===== src/rtl/core/cursor_table_interpolator_top_macros.svh =====
// Assertion macros shared by the core.
`ifndef CURSOR_TABLE_INTERPOLATOR_TOP_MACROS_SVH
`define CURSOR_TABLE_INTERPOLATOR_TOP_MACROS_SVH
`ifndef NO_ASSERTIONS
`define CTI_ASSERT_IMP(lbl, clk, rst, a, b) \
  lbl: assert property (@(posedge clk) disable iff (rst) (a) |-> (b)) \
    else $error("cti assertion failed");
`define CTI_ASSERT_NXT(lbl, clk, rst, a, b) \
  lbl: assert property (@(posedge clk) disable iff (rst) (a) |=> (b)) \
    else $error("cti assertion failed");
`else
`define CTI_ASSERT_IMP(lbl, clk, rst, a, b)
`define CTI_ASSERT_NXT(lbl, clk, rst, a, b)
`endif
`endif


===== src/rtl/core/cti_pkg.sv =====
package cti_pkg;
  localparam int TABLE_ROWS = 256;
  localparam int MAX_COLS  = 4;
  localparam int ROW_W     = 8;
  localparam int COL_W     = 2;
  localparam int X_W       = 48;
  localparam int Y_W       = 32;
  localparam int CNT_W     = 7;
  localparam int MUL_STEPS = 32;
  localparam int DIV_STEPS = 81;
  localparam int PROD_W    = 81;
  localparam int QUO_W     = 41;

  localparam logic [1:0] OP_LOAD   = 2'd0;
  localparam logic [1:0] OP_LINEAR = 2'd1;
  localparam logic [1:0] OP_STEP   = 2'd2;

  localparam logic [2:0] ST_INSIDE = 3'd0;
  localparam logic [2:0] ST_BELOW  = 3'd1;
  localparam logic [2:0] ST_ABOVE  = 3'd2;
  localparam logic [2:0] ST_EMPTY  = 3'd3;
  localparam logic [2:0] ST_SINGLE = 3'd4;
  localparam logic [2:0] ST_LOAD   = 3'd5;

  localparam logic [1:0] AS_ZERO = 2'd0;
  localparam logic [1:0] AS_LAST = 2'd1;
  localparam logic [1:0] AS_I    = 2'd2;
  localparam logic [1:0] AS_I1   = 2'd3;

  localparam logic [1:0] CUR_KEEP = 2'd0;
  localparam logic [1:0] CUR_ZERO = 2'd1;
  localparam logic [1:0] CUR_LAST = 2'd2;
  localparam logic [1:0] CUR_I    = 2'd3;

  localparam logic [1:0] VS_ZERO = 2'd0;
  localparam logic [1:0] VS_YR   = 2'd1;
  localparam logic [1:0] VS_Y0   = 2'd2;
  localparam logic [1:0] VS_SUM  = 2'd3;

  localparam logic SS_ZERO = 1'b0;
  localparam logic SS_CUR  = 1'b1;

  typedef struct packed {
    logic       capture;
    logic       load_wr;
    logic [1:0] xsel;
    logic [1:0] ysel;
    logic       save_xi;
    logic       save_pair;
    logic       i_init;
    logic       i_inc;
    logic       i_dec;
    logic [1:0] cur_sel;
    logic       mul_init;
    logic       mul_step;
    logic       div_init;
    logic       div_step;
    logic       emit;
    logic [1:0] vsel;
    logic       ssel;
    logic [2:0] st;
  } cti_cmd_t;

  typedef struct packed {
    logic n_zero;
    logic n_one;
    logic x_lt_q;
    logic x_eq_q;
    logic dx_pos;
    logic i_zero;
    logic is_step;
  } cti_sts_t;
endpackage


===== src/rtl/core/cti_controller.sv =====
`include "cursor_table_interpolator_top_macros.svh"
module cti_controller (
  input  logic              clk,
  input  logic              rst,
  input  logic              start,
  input  logic [1:0]        operation,
  input  cti_pkg::cti_sts_t sts,
  output cti_pkg::cti_cmd_t cmd,
  output logic              busy,
  output logic              done
);
  import cti_pkg::*;

  localparam logic [3:0] S_IDLE   = 4'd0;
  localparam logic [3:0] S_CHK    = 4'd1;
  localparam logic [3:0] S_X0     = 4'd2;
  localparam logic [3:0] S_XL     = 4'd3;
  localparam logic [3:0] S_FWD_RD = 4'd4;
  localparam logic [3:0] S_FWD    = 4'd5;
  localparam logic [3:0] S_BK_RD  = 4'd6;
  localparam logic [3:0] S_BK     = 4'd7;
  localparam logic [3:0] S_WY     = 4'd8;
  localparam logic [3:0] S_RD1    = 4'd9;
  localparam logic [3:0] S_RD2    = 4'd10;
  localparam logic [3:0] S_MUL    = 4'd11;
  localparam logic [3:0] S_DIV    = 4'd12;
  localparam logic [3:0] S_FIN    = 4'd13;

  logic [3:0] state, state_next;
  logic [CNT_W-1:0] cnt, cnt_next;
  logic [2:0] pend, pend_next;

  always_comb begin
    cmd = '0;
    state_next = state;
    cnt_next = cnt;
    pend_next = pend;
    unique case (state)
      S_IDLE: begin
        if (start) begin
          cmd.capture = 1'b1;
          if (operation == OP_LOAD) begin
            cmd.load_wr = 1'b1;
            cmd.emit = 1'b1;
            cmd.vsel = VS_ZERO;
            cmd.ssel = SS_ZERO;
            cmd.st = ST_LOAD;
          end else if (operation == OP_LINEAR || operation == OP_STEP) begin
            state_next = S_CHK;
          end
        end
      end
      S_CHK: begin
        if (sts.n_zero) begin
          cmd.emit = 1'b1;
          cmd.vsel = VS_ZERO;
          cmd.ssel = SS_CUR;
          cmd.st = ST_EMPTY;
          state_next = S_IDLE;
        end else if (sts.n_one) begin
          cmd.ysel = AS_ZERO;
          pend_next = ST_SINGLE;
          state_next = S_WY;
        end else begin
          cmd.xsel = AS_ZERO;
          state_next = S_X0;
        end
      end
      S_WY: begin
        cmd.emit = 1'b1;
        cmd.vsel = VS_YR;
        cmd.ssel = SS_CUR;
        cmd.st = pend;
        state_next = S_IDLE;
      end
      S_X0: begin
        if (sts.is_step ? (!sts.x_lt_q && !sts.x_eq_q) : !sts.x_lt_q) begin
          cmd.cur_sel = CUR_ZERO;
          if (sts.is_step) begin
            cmd.emit = 1'b1;
            cmd.vsel = VS_ZERO;
            cmd.ssel = SS_ZERO;
            cmd.st = ST_BELOW;
            state_next = S_IDLE;
          end else begin
            cmd.ysel = AS_ZERO;
            pend_next = ST_BELOW;
            state_next = S_WY;
          end
        end else begin
          cmd.xsel = AS_LAST;
          state_next = S_XL;
        end
      end
      S_XL: begin
        if (sts.x_lt_q || sts.x_eq_q) begin
          cmd.cur_sel = CUR_LAST;
          cmd.ysel = AS_LAST;
          pend_next = ST_ABOVE;
          state_next = S_WY;
        end else begin
          cmd.i_init = 1'b1;
          state_next = S_FWD_RD;
        end
      end
      S_FWD_RD: begin
        cmd.xsel = AS_I1;
        state_next = S_FWD;
      end
      S_FWD: begin
        if (sts.is_step ? (sts.x_lt_q || sts.x_eq_q) : sts.x_lt_q) begin
          cmd.i_inc = 1'b1;
          state_next = S_FWD_RD;
        end else begin
          state_next = S_BK_RD;
        end
      end
      S_BK_RD: begin
        cmd.xsel = AS_I;
        state_next = S_BK;
      end
      S_BK: begin
        if (!sts.i_zero && !sts.x_lt_q && !sts.x_eq_q) begin
          cmd.i_dec = 1'b1;
          state_next = S_BK_RD;
        end else begin
          cmd.cur_sel = CUR_I;
          cmd.save_xi = 1'b1;
          cmd.ysel = AS_I;
          if (sts.is_step) begin
            pend_next = ST_INSIDE;
            state_next = S_WY;
          end else begin
            cmd.xsel = AS_I1;
            state_next = S_RD1;
          end
        end
      end
      S_RD1: begin
        cmd.save_pair = 1'b1;
        cmd.ysel = AS_I1;
        state_next = S_RD2;
      end
      S_RD2: begin
        if (!sts.dx_pos) begin
          cmd.emit = 1'b1;
          cmd.vsel = VS_Y0;
          cmd.ssel = SS_CUR;
          cmd.st = ST_INSIDE;
          state_next = S_IDLE;
        end else begin
          cmd.mul_init = 1'b1;
          cnt_next = '0;
          state_next = S_MUL;
        end
      end
      S_MUL: begin
        cmd.mul_step = 1'b1;
        if (cnt == CNT_W'(MUL_STEPS - 1)) begin
          cmd.div_init = 1'b1;
          cnt_next = '0;
          state_next = S_DIV;
        end else begin
          cnt_next = cnt + 1'b1;
        end
      end
      S_DIV: begin
        cmd.div_step = 1'b1;
        if (cnt == CNT_W'(DIV_STEPS - 1)) begin
          state_next = S_FIN;
        end else begin
          cnt_next = cnt + 1'b1;
        end
      end
      S_FIN: begin
        cmd.emit = 1'b1;
        cmd.vsel = VS_SUM;
        cmd.ssel = SS_CUR;
        cmd.st = ST_INSIDE;
        state_next = S_IDLE;
      end
      default: state_next = S_IDLE;
    endcase
  end

  always_ff @(posedge clk) begin
    if (rst) begin
      state <= S_IDLE;
      cnt <= '0;
      pend <= ST_INSIDE;
      done <= 1'b0;
    end else begin
      state <= state_next;
      cnt <= cnt_next;
      pend <= pend_next;
      done <= cmd.emit;
    end
  end

  assign busy = (state != S_IDLE);

  `CTI_ASSERT_IMP(a_mul_cnt, clk, rst, state == S_MUL, cnt < CNT_W'(MUL_STEPS))
  `CTI_ASSERT_NXT(a_load_done, clk, rst, start && !busy && operation == OP_LOAD, done)
  `CTI_ASSERT_NXT(a_div_exit, clk, rst, state == S_DIV, state == S_DIV || state == S_FIN)
endmodule


===== config.mk =====
export PLATFORM = sky130hd
export DESIGN_NAME = cti_controller
export DESIGN_NICKNAME = d
export VERILOG_FILES = /design/src/rtl/core/cti_pkg.sv /design/src/rtl/core/cti_controller.sv
export VERILOG_INCLUDE_DIRS = /design/src /design/src/rtl/core
export SDC_FILE = /design/constraint.sdc
export NUM_CORES = 1
export LEC_CHECK = 0
export BUFFER_PORTS_ARGS = -buffer_cell sky130_fd_sc_hd__buf_2
export CAP_MARGIN = 20
export CORE_AREA = 2 2 59 61
export CTS_BUF_LIST = sky130_fd_sc_hd__clkbuf_16
export DETAILED_ROUTE_END_ITERATION = 10
export DIE_AREA = 0 0 61 63
export GPL_TIMING_DRIVEN = 0
export PLACE_DENSITY = 0.69
export SYNTH_ARGS = -nofsm -noshare
export SYNTH_HDL_FRONTEND = slang
export SYNTH_SLANG_ARGS = --single-unit

===== constraint.sdc =====
create_clock -name clk -period 2.4 [get_ports clk]
set_clock_uncertainty 0.1 [all_clocks]
set_input_delay 0.48 -clock clk [delete_from_list [all_inputs] [get_ports clk]]
set_output_delay 0.48 -clock clk [all_outputs]
set_load 0.05 [all_outputs]

==> summary.log, run 1 <==
INFO  synth          syn-instance-count=194
INFO  clock_tree     cts.sink_count=15
INFO  synth          muxShareOfSynthArea=2.14%
INFO  pwr            power_density=452mW/mm²
INFO  critical_path  worstSetupStartpointType=flop
INFO  die            ios=38
INFO  critical_path  timing_worst_setup_path_type=flop to primary output
INFO  placement      port_buffers=36
INFO  sta            timing_worst_slew_pin_value=0.643ns
INFO  routing        drt_drc_violations_left=0
INFO  synth          synth_compound_gate_area_share=30.9%
INFO  placement      post-dp-hpwl=3.18mm
INFO  critical_path  crit_path_max_incr_delay=0.32ns
INFO  placement      routability_congestion_estimate_from_global_placement=0.932
INFO  routing        drt_pass1_iterations=4
INFO  sta            timing.final.crit_period=2.35ns
INFO  synth          synth_top_cells_by_area=sky130_fd_sc_hd__dfxtp_1, sky130_fd_sc_hd__a21oi_1, sky130_fd_sc_hd__nor2b_1
INFO  critical_path  reg2reg_depth=5
INFO  die            die_x=61µm
INFO  synth          yosysTopAreaCell=sky130_fd_sc_hd__dfxtp_1
INFO  sta            period_share=97.9%
INFO  critical_path  cp-startpoint=state[3]
INFO  synth          ys.flop_type=sky130_fd_sc_hd__dfxtp_1
INFO  clock_tree     root_buffer=sky130_fd_sc_hd__clkbuf_16
INFO  routing        vias_per_cell=5.93
INFO  routing        drtAntennaViolNets=0
INFO  hold_path      hold_end=cnt[1]
INFO  critical_path  cp_data_arrival_time=1.77ns
INFO  clock_tree     tritoncts.num_buffers=3
INFO  global_routing via_count_of_the_first_global_routing_pass=1480
INFO  synth          syn-num-nets=209
INFO  critical_path  r2r_setup_slack=0.52ns
INFO  synth          ys_top_cells_by_count=sky130_fd_sc_hd__a21oi_1, sky130_fd_sc_hd__dfxtp_1, sky130_fd_sc_hd__nor2_1, sky130_fd_sc_hd__inv_1
INFO  pwr            sum_of_internal_switching_and_leakage_power=0.000833W
INFO  critical_path  critPathTopFamily=buffers and inverters
INFO  hold_path      timing.hold.worst.class=flop to flop
INFO  critical_path  reg2reg_from=cnt[0]
INFO  clock_tree     worst_skew_pair.late_latency=0.25ns
INFO  hold_path      min_delay_path_depth=2
INFO  global_routing globalRouteOverflowTotal=0
INFO  sta            hold_viol=0
INFO  pwr            static-leakage-power=0.777nW
INFO  routing        wire_length_per_cell_after_detailed_routing=15.4µm
INFO  critical_path  crit_path_top_delay_cell=sky130_fd_sc_hd__dfxtp_1
INFO  synth          synth.ff_latch_count=15
INFO  synth          postSynth.asyncResetShare=0%
INFO  synth          synth_xor_area_share=0%
INFO  synth          synth_cell_type_count=54
INFO  synth          synth_top_family_by_area=simple AND/OR/NAND/NOR gates
INFO  sta            number_of_pins_exceeding_their_max_slew_limit_in_the_final_report=0
INFO  critical_path  path_max_fanout=10
INFO  hold_path      hold_path_startpoint=cnt[1]
INFO  clock_tree     cts_htree_levels=1
INFO  clock_tree     clockBufferDepth=2
INFO  synth          yosysSeqAreaShare=21.4%
INFO  die            core_region_area=0.00323mm²
INFO  finish         final_nets=249
INFO  die            dieHeight=63µm
INFO  die            die-area=0.00384mm²
INFO  synth          post_synth_instance_area=0.00141mm²
INFO  finish         antenna_cells=0
INFO  run_status     status=finished, final reports clean
INFO  clock_tree     postCtsHoldBufs=0
INFO  die            rows=21
INFO  synth          number_of_synthesized_flops_with_an_enable_pin=0
INFO  finish         layout_overhead_on_the_synthesized_area=31.0%
INFO  critical_path  timing.critical_path.cells=clkbuf_4 -> clkbuf_4 -> nor2b_4 -> a21oi_1 -> o31ai_2 -> buf_4
INFO  global_routing antenna_found_initial=0
INFO  sta            max-slew-margin-rel=56.8%
INFO  pwr            max-vdd-ir-drop=0.000239V
INFO  synth          synth-simple-area-share=34.6%
INFO  clock_tree     worst_setup_hold_path_clk_slew=0.05ns
INFO  critical_path  cpMostUsedCell=sky130_fd_sc_hd__clkbuf_4
INFO  finish         post_route_cells_drive_above_1_share=34.3%
INFO  sta            rsz0062_at_grt=yes
INFO  routing        via_count=1654
INFO  clock_tree     clock_tree_from_tritoncts=built
INFO  sta            setup-violations-final=0
INFO  routing        drt-total-wl=4.31mm
INFO  global_routing grt_first_pass_wirelength=7.10mm
INFO  critical_path  worstPathBufferInverterCount=3
INFO  global_routing grt_start_max_net_pins=11
INFO  critical_path  cp.required=1.82ns
INFO  critical_path  critical_path.endpoint_type=primary output
INFO  job            drv_cap=0
INFO  critical_path  r2r_end=state[0]
INFO  global_routing gr-usage-all-layers=24.2%
INFO  synth          synth.avg_cell_area=7.25µm²
INFO  sta            layout_setup_ws=0.0496ns
INFO  routing        drt_iter0_drc=70
INFO  synth          synthDominantCellAreaShare=21.4%
INFO  sta            fmax=425MHz
INFO  die            initial_utilization=43.5%
INFO  synth          synth.yosys.warnings=0
INFO  placement      dp_worst_setup_slack=0.167ns
INFO  synth          synth-adder-area-share=2.67%
## worst max-delay path by stage
stage,depth (start not counted),slack [ns],end
6_report,6,0.05,cmd[0]
3_3_place_gp,6,0.15,cmd[0]
4_1_cts,7,-0.0004,cmd[6]
5_1_grt,6,-0.02,cmd[0]
3_5_place_dp,6,0.17,cmd[0]
2_1_floorplan,3,-0.002,cmd[14]
## cell type report
type                            count  area (µm²)
Buffer                             13        82.6
Multi-Input combinational cell    152        1080
Inverter                           13        48.8
Timing Repair Buffer               36         198
Clock inverter                      1        5.00
Tap cell                           46        57.6
Clock buffer                        3        75.1
Sequential cell                    15         300
Fill cell                         327        1390
## cells in the final DEF (no fill, tap or decap), drive strengths merged, types with 6 or more instances in the layout
master | netlist | final
nor2b | 13 | 13
o21ai | 9 | 9
a211oi | 6 | 6
dfxtp | 15 | 15
a21oi | 15 | 15
clkbuf | 4 | 13
nor2 | 15 | 15
inv | 13 | 13
o211ai | 6 | 6
nand2 | 12 | 12
buf | 10 | 39
nand3 | 9 | 9
## per-layer routing
| metal | vias up | wire (µm) | GRT usage (%) |
|---|---|---|---|
| li1 | 798 | - | - |
| met1 | 760 | 1950 | 37.1 |
| met2 | 78 | 1860 | 32.1 |
| met3 | 18 | 341 | 3.52 |
| met4 | 0 | 161 | 11.7 |
| met5 | - | 0 | 0 |
## cell families after synthesis
kind of cell | Yosys count
adders and majority gates | 3
AOI/OAI and AO/OA | 62
and+or+nand+nor | 84
muxes | 3
DFF | 15
buffers and inverters | 27
## per-stage QoR
step / util (%) / std cells / setup TNS (ns) / hold WS, ns / cell area (µm²)
after floorplan: - / 194 / -0.00198 / 0.374 / 1450
after global placement: 52.1 / 276 / 0 / 0.393 / 1680
after detailed placement: 52.1 / 276 / 0 / 0.399 / 1680
after CTS: 55.2 / 280 / -0.000357 / 0.406 / 1780
after global routing: 57.0 / 279 / -0.0174 / 0.429 / 1840
final: 57.0 / 279 / 0 / 0.404 / 1840
## state kept, by name, indices dropped and copies added (netlist names)
register and count:
pend 3, done 1, state 4, cnt 7
## where the power goes
part / leakage (nW) / switching [W] / internal [W] / total, W
registers: 0.121 / 0.00000351 / 0.000255 / 0.000259
clock network: 0.0409 / 0.000117 / 0.000223 / 0.000341
logic: 0.615 / 0.000156 / 0.0000777 / 0.000234
total: 0.777 / 0.000277 / 0.000556 / 0.000833
## tightest hold or removal path, cell delays in order, from the launching register on
cell and delay [ns]:
sky130_fd_sc_hd__dfxtp_1 0.33, sky130_fd_sc_hd__nand3_1 0.07, sky130_fd_sc_hd__a21oi_1 0.06
## what timing repair did
| action | CTS | global route |
|---|---|---|
| buffers inserted | 0 | 0 |
| resized for setup | 6 | 25 |
| setup endpoints to repair | 6 | 13 |
(Power assumes the default switching activity.)
==> run 2: changes to the inputs <==
==> constraint.sdc (replaced) <==
create_clock -name clk -period 2.96 [get_ports clk]
set_clock_uncertainty 0.1 [all_clocks]
set_input_delay 0.296 -clock clk [delete_from_list [all_inputs] [get_ports clk]]
set_output_delay 0.296 -clock clk [all_outputs]
set_load 0.05 [all_outputs]
==> run 2 against run 1 <==
Against the previous run: non-clock buffer count up 1; largest cell class unchanged; final area down 6.4%; core utilization down 3.7 points; combinational power down 26%; final cell count up 0.36%; sequential power down 19%.
==> summary.log, run 2 (synthesized netlist as in run 1, its figures left out) <==
INFO  critical_path  path_max_fanout=10 [unchanged]
INFO  hold_path      hold_path_startpoint=sts[2] [was cnt[1]]
INFO  clock_tree     root_buffer=sky130_fd_sc_hd__clkbuf_16 [unchanged]
INFO  clock_tree     worst_setup_hold_path_clk_slew=0.06ns [was 0.05 ns]
INFO  critical_path  cp_data_arrival_time=1.96ns [was 1.77 ns]
INFO  die            die-area=0.00384mm² [unchanged]
INFO  clock_tree     postCtsHoldBufs=0 [unchanged]
INFO  sta            layout_setup_ws=0.603ns [was 0.0496 ns]
INFO  die            core_region_area=0.00323mm² [unchanged]
INFO  critical_path  cp.required=2.56ns [was 1.82 ns]
INFO  hold_path      timing.hold.worst.class=input port to flop [was flop to flop]
INFO  finish         biggestRegsByFlops=cnt (7), state (4), pend (3) [unchanged]
INFO  hold_path      min_delay_path_depth=3 [was 2]
INFO  pwr            switching_share=33.9% [was 33.2%]
INFO  clock_tree     post_cts.repair.setup_buffers=0 [unchanged]
INFO  routing        wire_length_per_cell_after_detailed_routing=14.8µm [was 15.4 µm]
INFO  sta            timing.final.crit_period=2.36ns
INFO  pwr            part_of_the_total_power_dissipated_in_combinational_logic=26.0% [was 28.0%]
INFO  critical_path  crit_path_max_incr_delay=0.38ns [was 0.32 ns]
INFO  sta            period_share=79.6%
INFO  pwr            static-leakage-power=0.750nW [was 0.777 nW]
INFO  critical_path  r2r_setup_slack=1.04ns [was 0.52 ns]
INFO  placement      post-dp-hpwl=3.02mm [was 3.18 mm]
INFO  placement      port_buffers=36 [unchanged]
INFO  pwr            pwr-share-clk=42.5% [was 40.9%]
INFO  pwr            sum_of_internal_switching_and_leakage_power=0.000666W [was 0.000833 W]
INFO  die            initial_utilization=43.5% [unchanged]
INFO  sta            timing_worst_slew_pin_value=0.650ns [was 0.643 ns]
INFO  routing        drt_pass1_iterations=5 [was 4]
INFO  hold_path      hold_end=state[3] [was cnt[1]]
INFO  die            rows=21 [unchanged]
INFO  critical_path  worstSetupStartpointType=flop [unchanged]
INFO  global_routing grt_first_pass_wirelength=6.72mm [was 7.10 mm]
INFO  run_status     status=finished, final reports clean [unchanged]
INFO  pwr            p_switching=0.000226W [was 0.000277 W]
INFO  critical_path  crit_path_top_delay_cell=sky130_fd_sc_hd__clkbuf_1 [was sky130_fd_sc_hd__dfxtp_1]
INFO  pwr            power_density=386mW/mm² [was 452 mW/mm²]
INFO  critical_path  worstPathBufferInverterCount=3 [unchanged]
INFO  global_routing antenna_found_initial=0 [unchanged]
INFO  finish         largest_reg_flops=7 [unchanged]
INFO  critical_path  critical_path.endpoint_type=primary output [unchanged]
INFO  clock_tree     cts.sink_count=15 [unchanged]
INFO  sta            setup-violations-final=0 [unchanged]
INFO  critical_path  timing_worst_setup_path_type=flop to primary output [unchanged]
INFO  placement      dp_worst_setup_slack=0.919ns [was 0.167 ns]
INFO  sta            rsz0062_at_grt=no [was yes]
INFO  pwr            sequentialPowerShare=31.5% [was 31.1%]
INFO  sta            max-slew-margin-rel=56.3% [was 56.8%]
INFO  critical_path  reg2reg_from=state[0] [was cnt[0]]
INFO  job            drv_cap=0 [unchanged]
INFO  critical_path  path_depth=6 [unchanged]
INFO  critical_path  reg2reg_depth=5 [unchanged]
INFO  finish         antenna_cells=0 [unchanged]
INFO  routing        via_count=1622 [was 1654]
INFO  routing        vias_per_cell=5.79 [was 5.93]
INFO  clock_tree     clock_tree_from_tritoncts=built [unchanged]
INFO  clock_tree     cts_htree_levels=1 [unchanged]
INFO  die            ios=38 [unchanged]
INFO  routing        drt-total-wl=4.13mm [was 4.31 mm]
INFO  sta            fmax=424MHz
INFO  clock_tree     cts_resized=0 [was 6]
INFO  global_routing globalRouteOverflowTotal=0 [unchanged]
INFO  global_routing via_count_of_the_first_global_routing_pass=1429 [was 1480]
INFO  die            die_x=61µm [unchanged]
INFO  critical_path  r2r_end=pend[1] [was state[0]]
INFO  routing        drt_drc_violations_left=0 [unchanged]
INFO  pwr            power_report.internal_total=0.000440W [was 0.000556 W]
INFO  finish         layout.cells.most_common=sky130_fd_sc_hd__buf_2 [unchanged]
INFO  sta            number_of_pins_exceeding_their_max_slew_limit_in_the_final_report=0 [unchanged]
INFO  global_routing gr-usage-all-layers=22.3% [was 24.2%]
INFO  routing        drt_iter0_drc=74 [was 70]
INFO  finish         layout_overhead_on_the_synthesized_area=22.6% [was 31.0%]
INFO  finish         top_register=cnt [unchanged]
INFO  critical_path  critPathTopFamily=buffers and inverters [unchanged]
INFO  global_routing grt_start_max_net_pins=11 [unchanged]
INFO  clock_tree     tritoncts.num_buffers=3 [unchanged]
INFO  finish         final_nets=250 [was 249]
INFO  finish         post_route_cells_drive_above_1_share=26.1% [was 34.3%]
INFO  die            dieHeight=63µm [unchanged]
INFO  clock_tree     clockBufferDepth=2 [unchanged]
INFO  finish         layout.cells.most_common_list=sky130_fd_sc_hd__buf_2, sky130_fd_sc_hd__nor2_1, sky130_fd_sc_hd__a21oi_1, sky130_fd_sc_hd__dfxtp_1, sky130_fd_sc_hd__inv_1 [was sky130_fd_sc_hd__buf_2, sky130_fd_sc_hd__a21oi_1, sky130_fd_sc_hd__dfxtp_1]
INFO  placement      routability_congestion_estimate_from_global_placement=0.961 [was 0.932]
INFO  sta            hold_viol=0 [unchanged]
INFO  pwr            max-vdd-ir-drop=0.000203V [was 0.000239 V]
INFO  routing        drtAntennaViolNets=0 [unchanged]
INFO  critical_path  timing.critical_path.cells=buf_4 -> clkbuf_1 -> and3b_1 -> a21oi_1 -> o31ai_1 -> buf_2 [was clkbuf_4 -> clkbuf_4 -> nor2b_4 -> a21oi_1 -> o31ai_2 -> buf_4]
INFO  sta            totalNegativeSetupSlack=0ns [unchanged]
INFO  clock_tree     worst_skew_pair.late_latency=0.25ns [about the same]
[run 2: layout make-up]
type | instances | area (µm²)
tap | 46 | 57.6
clock buffer | 3 | 75.1
multi-input combinational | 152 | 988
inverter | 13 | 48.8
buffer | 14 | 68.8
sequential | 15 | 300
clock inverter | 1 | 5.00
fill | 314 | 1510
timing repair buffer | 36 | 180
[run 2: how the worst max path moves through the flow]
| stage | from | end | slack, ns |
|---|---|---|---|
| 6_report | state[0] | cmd[0] | 0.60 |
| 3_5_place_dp | state[0] | cmd[0] | 0.92 |
| 4_1_cts | state[0] | cmd[0] | 0.64 |
| 3_3_place_gp | state[0] | cmd[0] | 0.91 |
| 5_1_grt | state[0] | cmd[0] | 0.50 |
| 2_1_floorplan | state[0] | pend[1] | 0.08 |
[run 2: power by group through the flow]
stage / clock network [W] / registers, W / logic (W)
after global routing: 0.000291 / 0.000210 / 0.000184
after global placement: 0 / 0.000214 / 0.000171
after floorplan: 0 / 0.000219 / 0.000124
after CTS: 0.000278 / 0.000210 / 0.000172
after detailed placement: 0 / 0.000214 / 0.000171
final: 0.000283 / 0.000210 / 0.000173
[run 2: tightest hold or removal path: stages]
cell and delay (ns):
sky130_fd_sc_hd__buf_2 0.12, sky130_fd_sc_hd__nand3_1 0.09, sky130_fd_sc_hd__a41oi_1 0.10
[run 2: layer usage]
| metal | track usage, % | wire [µm] |
|---|---|---|
| met5 | 0 | 0 |
| met4 | 6.52 | 52 |
| met3 | 3.31 | 343 |
| met2 | 31.5 | 1820 |
| met1 | 34.5 | 1920 |
[run 2: stage by stage]
stage	std cells	area, µm²	util [%]	hold slack (ns)
global placement	276	1640	50.9	0.390
finish	280	1720	53.3	0.310
global route	280	1720	53.3	0.334
CTS	280	1720	53.3	0.308
detailed placement	276	1640	50.9	0.397
floorplan	194	1410	-	0.374
==> run 3: changes to the inputs <==
--- a/config.mk
+++ b/config.mk
@@ -13,7 +13,7 @@
 export DETAILED_ROUTE_END_ITERATION = 10
 export DIE_AREA = 0 0 61 63
 export GPL_TIMING_DRIVEN = 0
-export PLACE_DENSITY = 0.69
+export PLACE_DENSITY = 0.72
 export SYNTH_ARGS = -nofsm -noshare
 export SYNTH_HDL_FRONTEND = slang
 export SYNTH_SLANG_ARGS = --single-unit
==> constraint.sdc (replaced) <==
create_clock -name clk -period 2.1 [get_ports clk]
set_clock_uncertainty 0.1 [all_clocks]
set_input_delay 0.21 -clock clk [delete_from_list [all_inputs] [get_ports clk]]
set_output_delay 0.21 -clock clk [all_outputs]
set_load 0.05 [all_outputs]
==> run 3 against run 2 <==
Against the previous run: flip-flop and latch count unchanged; critical endpoint unchanged; non-clock buffer count unchanged; core utilization increased by 5.1 points; die area is the same; combinational power is 60% higher; sequential power is 41% higher; total power is 45% higher; largest power group unchanged; hold slack got worse by 0.0050 ns.
==> summary.log, run 3 (synthesized netlist as in run 1, its figures left out) <==
INFO  run_status     status=finished, final reports clean [unchanged]
INFO  sta            timing.final.crit_period=2.04ns
INFO  critical_path  worstSetupStartpointType=flop [unchanged]
INFO  pwr            part_of_the_total_power_dissipated_in_combinational_logic=28.7% [was 26.0%]
INFO  clock_tree     tritoncts.num_buffers=3 [unchanged]
INFO  routing        drtAntennaViolNets=0 [unchanged]
INFO  clock_tree     worst_skew_pair.late_latency=0.25ns [about the same]
INFO  routing        drt_drc_violations_left=0 [unchanged]
INFO  critical_path  crit_path_top_delay_cell=sky130_fd_sc_hd__dfxtp_1 [was sky130_fd_sc_hd__clkbuf_1]
INFO  finish         biggestRegsByFlops=cnt (7), state (4), pend (3) [unchanged]
INFO  critical_path  crit_path_max_incr_delay=0.31ns [was 0.38 ns]
INFO  critical_path  reg2reg_from=cnt[0] [was state[0]]
INFO  finish         top_register=cnt [unchanged]
INFO  pwr            power_report.internal_total=0.000641W [was 0.000440 W]
INFO  die            die_x=61µm [unchanged]
INFO  placement      post-dp-hpwl=3.07mm [was 3.02 mm]
INFO  die            rows=21 [unchanged]
INFO  clock_tree     cts_htree_levels=1 [unchanged]
INFO  routing        vias_per_cell=5.97 [was 5.79]
INFO  critical_path  critical_path.endpoint_type=primary output [unchanged]
INFO  finish         layout.cells.most_common=sky130_fd_sc_hd__buf_2 [unchanged]
INFO  critical_path  r2r_end=state[0] [was pend[1]]
INFO  critical_path  critPathTopFamily=buffers and inverters [unchanged]
INFO  sta            setup-violations-final=0 [unchanged]
INFO  global_routing grt_start_max_net_pins=11 [unchanged]
INFO  routing        drt_iter0_drc=87 [was 74]
INFO  placement      placedCellCount=276 [unchanged]
INFO  sta            final.hold.worst_slack=0.305ns [was 0.310 ns]
INFO  critical_path  worstPathBufferInverterCount=3 [unchanged]
INFO  critical_path  timing_worst_setup_path_type=flop to primary output [unchanged]
INFO  clock_tree     post_cts.repair.setup_buffers=0 [unchanged]
INFO  placement      routability_congestion_estimate_from_global_placement=0.913 [was 0.961]
INFO  pwr            sum_of_internal_switching_and_leakage_power=0.000963W [was 0.000666 W]
INFO  critical_path  path_max_fanout=10 [unchanged]
INFO  pwr            static-leakage-power=0.787nW [was 0.750 nW]
INFO  pwr            max-vdd-ir-drop=0.000424V [was 0.000203 V]
INFO  die            ios=38 [unchanged]
INFO  finish         instances_no_fill=280 [unchanged]
INFO  sta            fmax=491MHz
INFO  hold_path      hold_path_startpoint=rst [was sts[2]]
INFO  routing        drt_pass1_iterations=4 [was 5]
INFO  pwr            sequentialPowerShare=30.9% [was 31.5%]
INFO  placement      dp_worst_setup_slack=0.0948ns [was 0.919 ns]
INFO  pwr            p_switching=0.000321W [was 0.000226 W]
INFO  critical_path  cp.required=1.79ns [was 2.56 ns]
INFO  finish         post_route_cells_drive_above_1_share=36.3% [was 26.1%]
INFO  sta            layout_setup_ws=0.0639ns [was 0.603 ns]
INFO  critical_path  cp_data_arrival_time=1.73ns [was 1.96 ns]
INFO  die            initial_utilization=43.5% [unchanged]
INFO  routing        via_count=1672 [was 1622]
INFO  finish         largest_reg_flops=7 [unchanged]
INFO  global_routing via_count_of_the_first_global_routing_pass=1446 [was 1429]
INFO  die            core_region_area=0.00323mm² [unchanged]
INFO  global_routing globalRouteOverflowTotal=0 [unchanged]
INFO  sta            timing_worst_slew_pin_value=0.609ns [was 0.650 ns]
INFO  die            die-area=0.00384mm² [unchanged]
INFO  global_routing antenna_found_initial=0 [unchanged]
INFO  clock_tree     cts.sink_count=15 [unchanged]
INFO  clock_tree     clock_tree_from_tritoncts=built [unchanged]
INFO  finish         layout.cells.most_common_list=sky130_fd_sc_hd__buf_2, sky130_fd_sc_hd__a21oi_1, sky130_fd_sc_hd__dfxtp_1 [was sky130_fd_sc_hd__buf_2, sky130_fd_sc_hd__nor2_1, sky130_fd_sc_hd__a21oi_1, sky130_fd_sc_hd__dfxtp_1, sky130_fd_sc_hd__inv_1]
INFO  sta            rsz0062_at_grt=yes [was no]
INFO  finish         final_nets=250 [unchanged]
INFO  pwr            power_density=509mW/mm² [was 386 mW/mm²]
INFO  clock_tree     clockBufferDepth=2 [unchanged]
INFO  sta            totalNegativeSetupSlack=0ns [unchanged]
INFO  job            drv_cap=0 [unchanged]
INFO  routing        wire_length_per_cell_after_detailed_routing=15.2µm [was 14.8 µm]
INFO  routing        drt-total-wl=4.26mm [was 4.13 mm]
INFO  pwr            pwr-share-clk=40.4% [was 42.5%]
INFO  critical_path  path_depth=6 [unchanged]
INFO  global_routing grt_first_pass_wirelength=6.88mm [was 6.72 mm]
INFO  pwr            switching_share=33.4% [was 33.9%]
INFO  critical_path  timing.critical_path.cells=clkbuf_4 -> buf_4 -> nor2b_4 -> a21oi_1 -> o31ai_2 -> buf_6 [was buf_4 -> clkbuf_1 -> and3b_1 -> a21oi_1 -> o31ai_1 -> buf_2]
INFO  clock_tree     root_buffer=sky130_fd_sc_hd__clkbuf_16 [unchanged]
INFO  sta            number_of_pins_exceeding_their_max_slew_limit_in_the_final_report=0 [unchanged]
INFO  die            dieHeight=63µm [unchanged]
INFO  hold_path      min_delay_path_depth=2 [was 3]
INFO  critical_path  r2r_setup_slack=0.19ns [was 1.04 ns]
INFO  sta            hold_viol=0 [unchanged]
INFO  placement      port_buffers=36 [unchanged]
INFO  hold_path      timing.hold.worst.class=input port to flop [unchanged]
INFO  sta            max-slew-margin-rel=59.0% [was 56.3%]
INFO  hold_path      hold_end=done [was state[3]]
INFO  clock_tree     postCtsHoldBufs=0 [unchanged]
INFO  clock_tree     worst_setup_hold_path_clk_slew=0.05ns [was 0.06 ns]
INFO  finish         layout_overhead_on_the_synthesized_area=34.4% [was 22.6%]
INFO  finish         n_fill_cell=290 [was 314]
INFO  sta            period_share=97.0%
INFO  global_routing gr-usage-all-layers=23.3% [was 22.3%]
INFO  finish         antenna_cells=0 [unchanged]
INFO  critical_path  reg2reg_depth=5 [unchanged]
==> run 3: changes by cell type in the layout (fill, tap and decap cells not counted), moves of 3 or more <==
| cell | change |
|---|---|
| sky130_fd_sc_hd__clkbuf_4 | +7 |
| sky130_fd_sc_hd__buf_6 | +3 |
| sky130_fd_sc_hd__buf_2 | -14 |
| sky130_fd_sc_hd__nor2b_1 | -3 |
| sky130_fd_sc_hd__buf_4 | +5 |
| sky130_fd_sc_hd__nor4_1 | -3 |
| sky130_fd_sc_hd__nor3b_2 | +3 |
| sky130_fd_sc_hd__nor3b_1 | -3 |
==> run 3: how the worst max path moves through the flow <==
stage / startpoint / end / slack, ns
2_1_floorplan: state[0] / pend[1] / -0.11
5_1_grt: state[3] / cmd[4] / -0.005
3_5_place_dp: state[0] / cmd[0] / 0.09
6_report: state[3] / cmd[0] / 0.06
3_3_place_gp: state[0] / cmd[0] / 0.09
4_1_cts: state[0] / cmd[12] / -0.05
==> run 3: final cells by class <==
| type | instances | area, µm² | area share (%) |
|---|---|---|---|
| plain buffers | 14 | 92.6 | 4.90 |
| clock inverters | 1 | 5.00 | 0.265 |
| repair buffers | 36 | 208 | 11.0 |
| inverters | 13 | 48.8 | 2.58 |
| well taps | 46 | 57.6 | 3.04 |
| flip-flops and latches | 15 | 302 | 15.9 |
| multi-input cells | 152 | 1100 | 58.3 |
| clock buffers | 3 | 75.1 | 3.97 |
==> run 3: stage by stage <==
stage               util [%]  cell area, µm²
finish                  58.5            1890
global route            58.5            1890
CTS                     55.0            1780
detailed placement      52.1            1680
global placement        52.1            1680
floorplan                  -            1450
==> run 3: what timing repair did <==
item | in CTS | in global routing
setup endpoints to repair | 7 | 14
gates resized for setup | 5 | 41
gates cloned | 0 | 0
pin swaps | 0 | 2
==> run 3: metal layers <==
| layer | GRT usage [%] | part of all wire, % | vias up |
|---|---|---|---|
| met3 | 5.38 | 7.6 | 15 |
| met4 | 9.24 | 3.4 | 0 |
| met2 | 31.7 | 44 | 73 |
| met1 | 34.7 | 45 | 787 |
| li1 | - | - | 797 |
| met5 | 0 | 0 | - |
==> run 3: power groups by stage <==
stage / sequential, W / clock (W) / combinational [W]
floorplan: 0.000308 / 0 / 0.000180
global placement: 0.000302 / 0 / 0.000245
detailed placement: 0.000302 / 0 / 0.000245
CTS: 0.000296 / 0.000391 / 0.000249
global route: 0.000298 / 0.000412 / 0.000294
finish: 0.000297 / 0.000389 / 0.000277
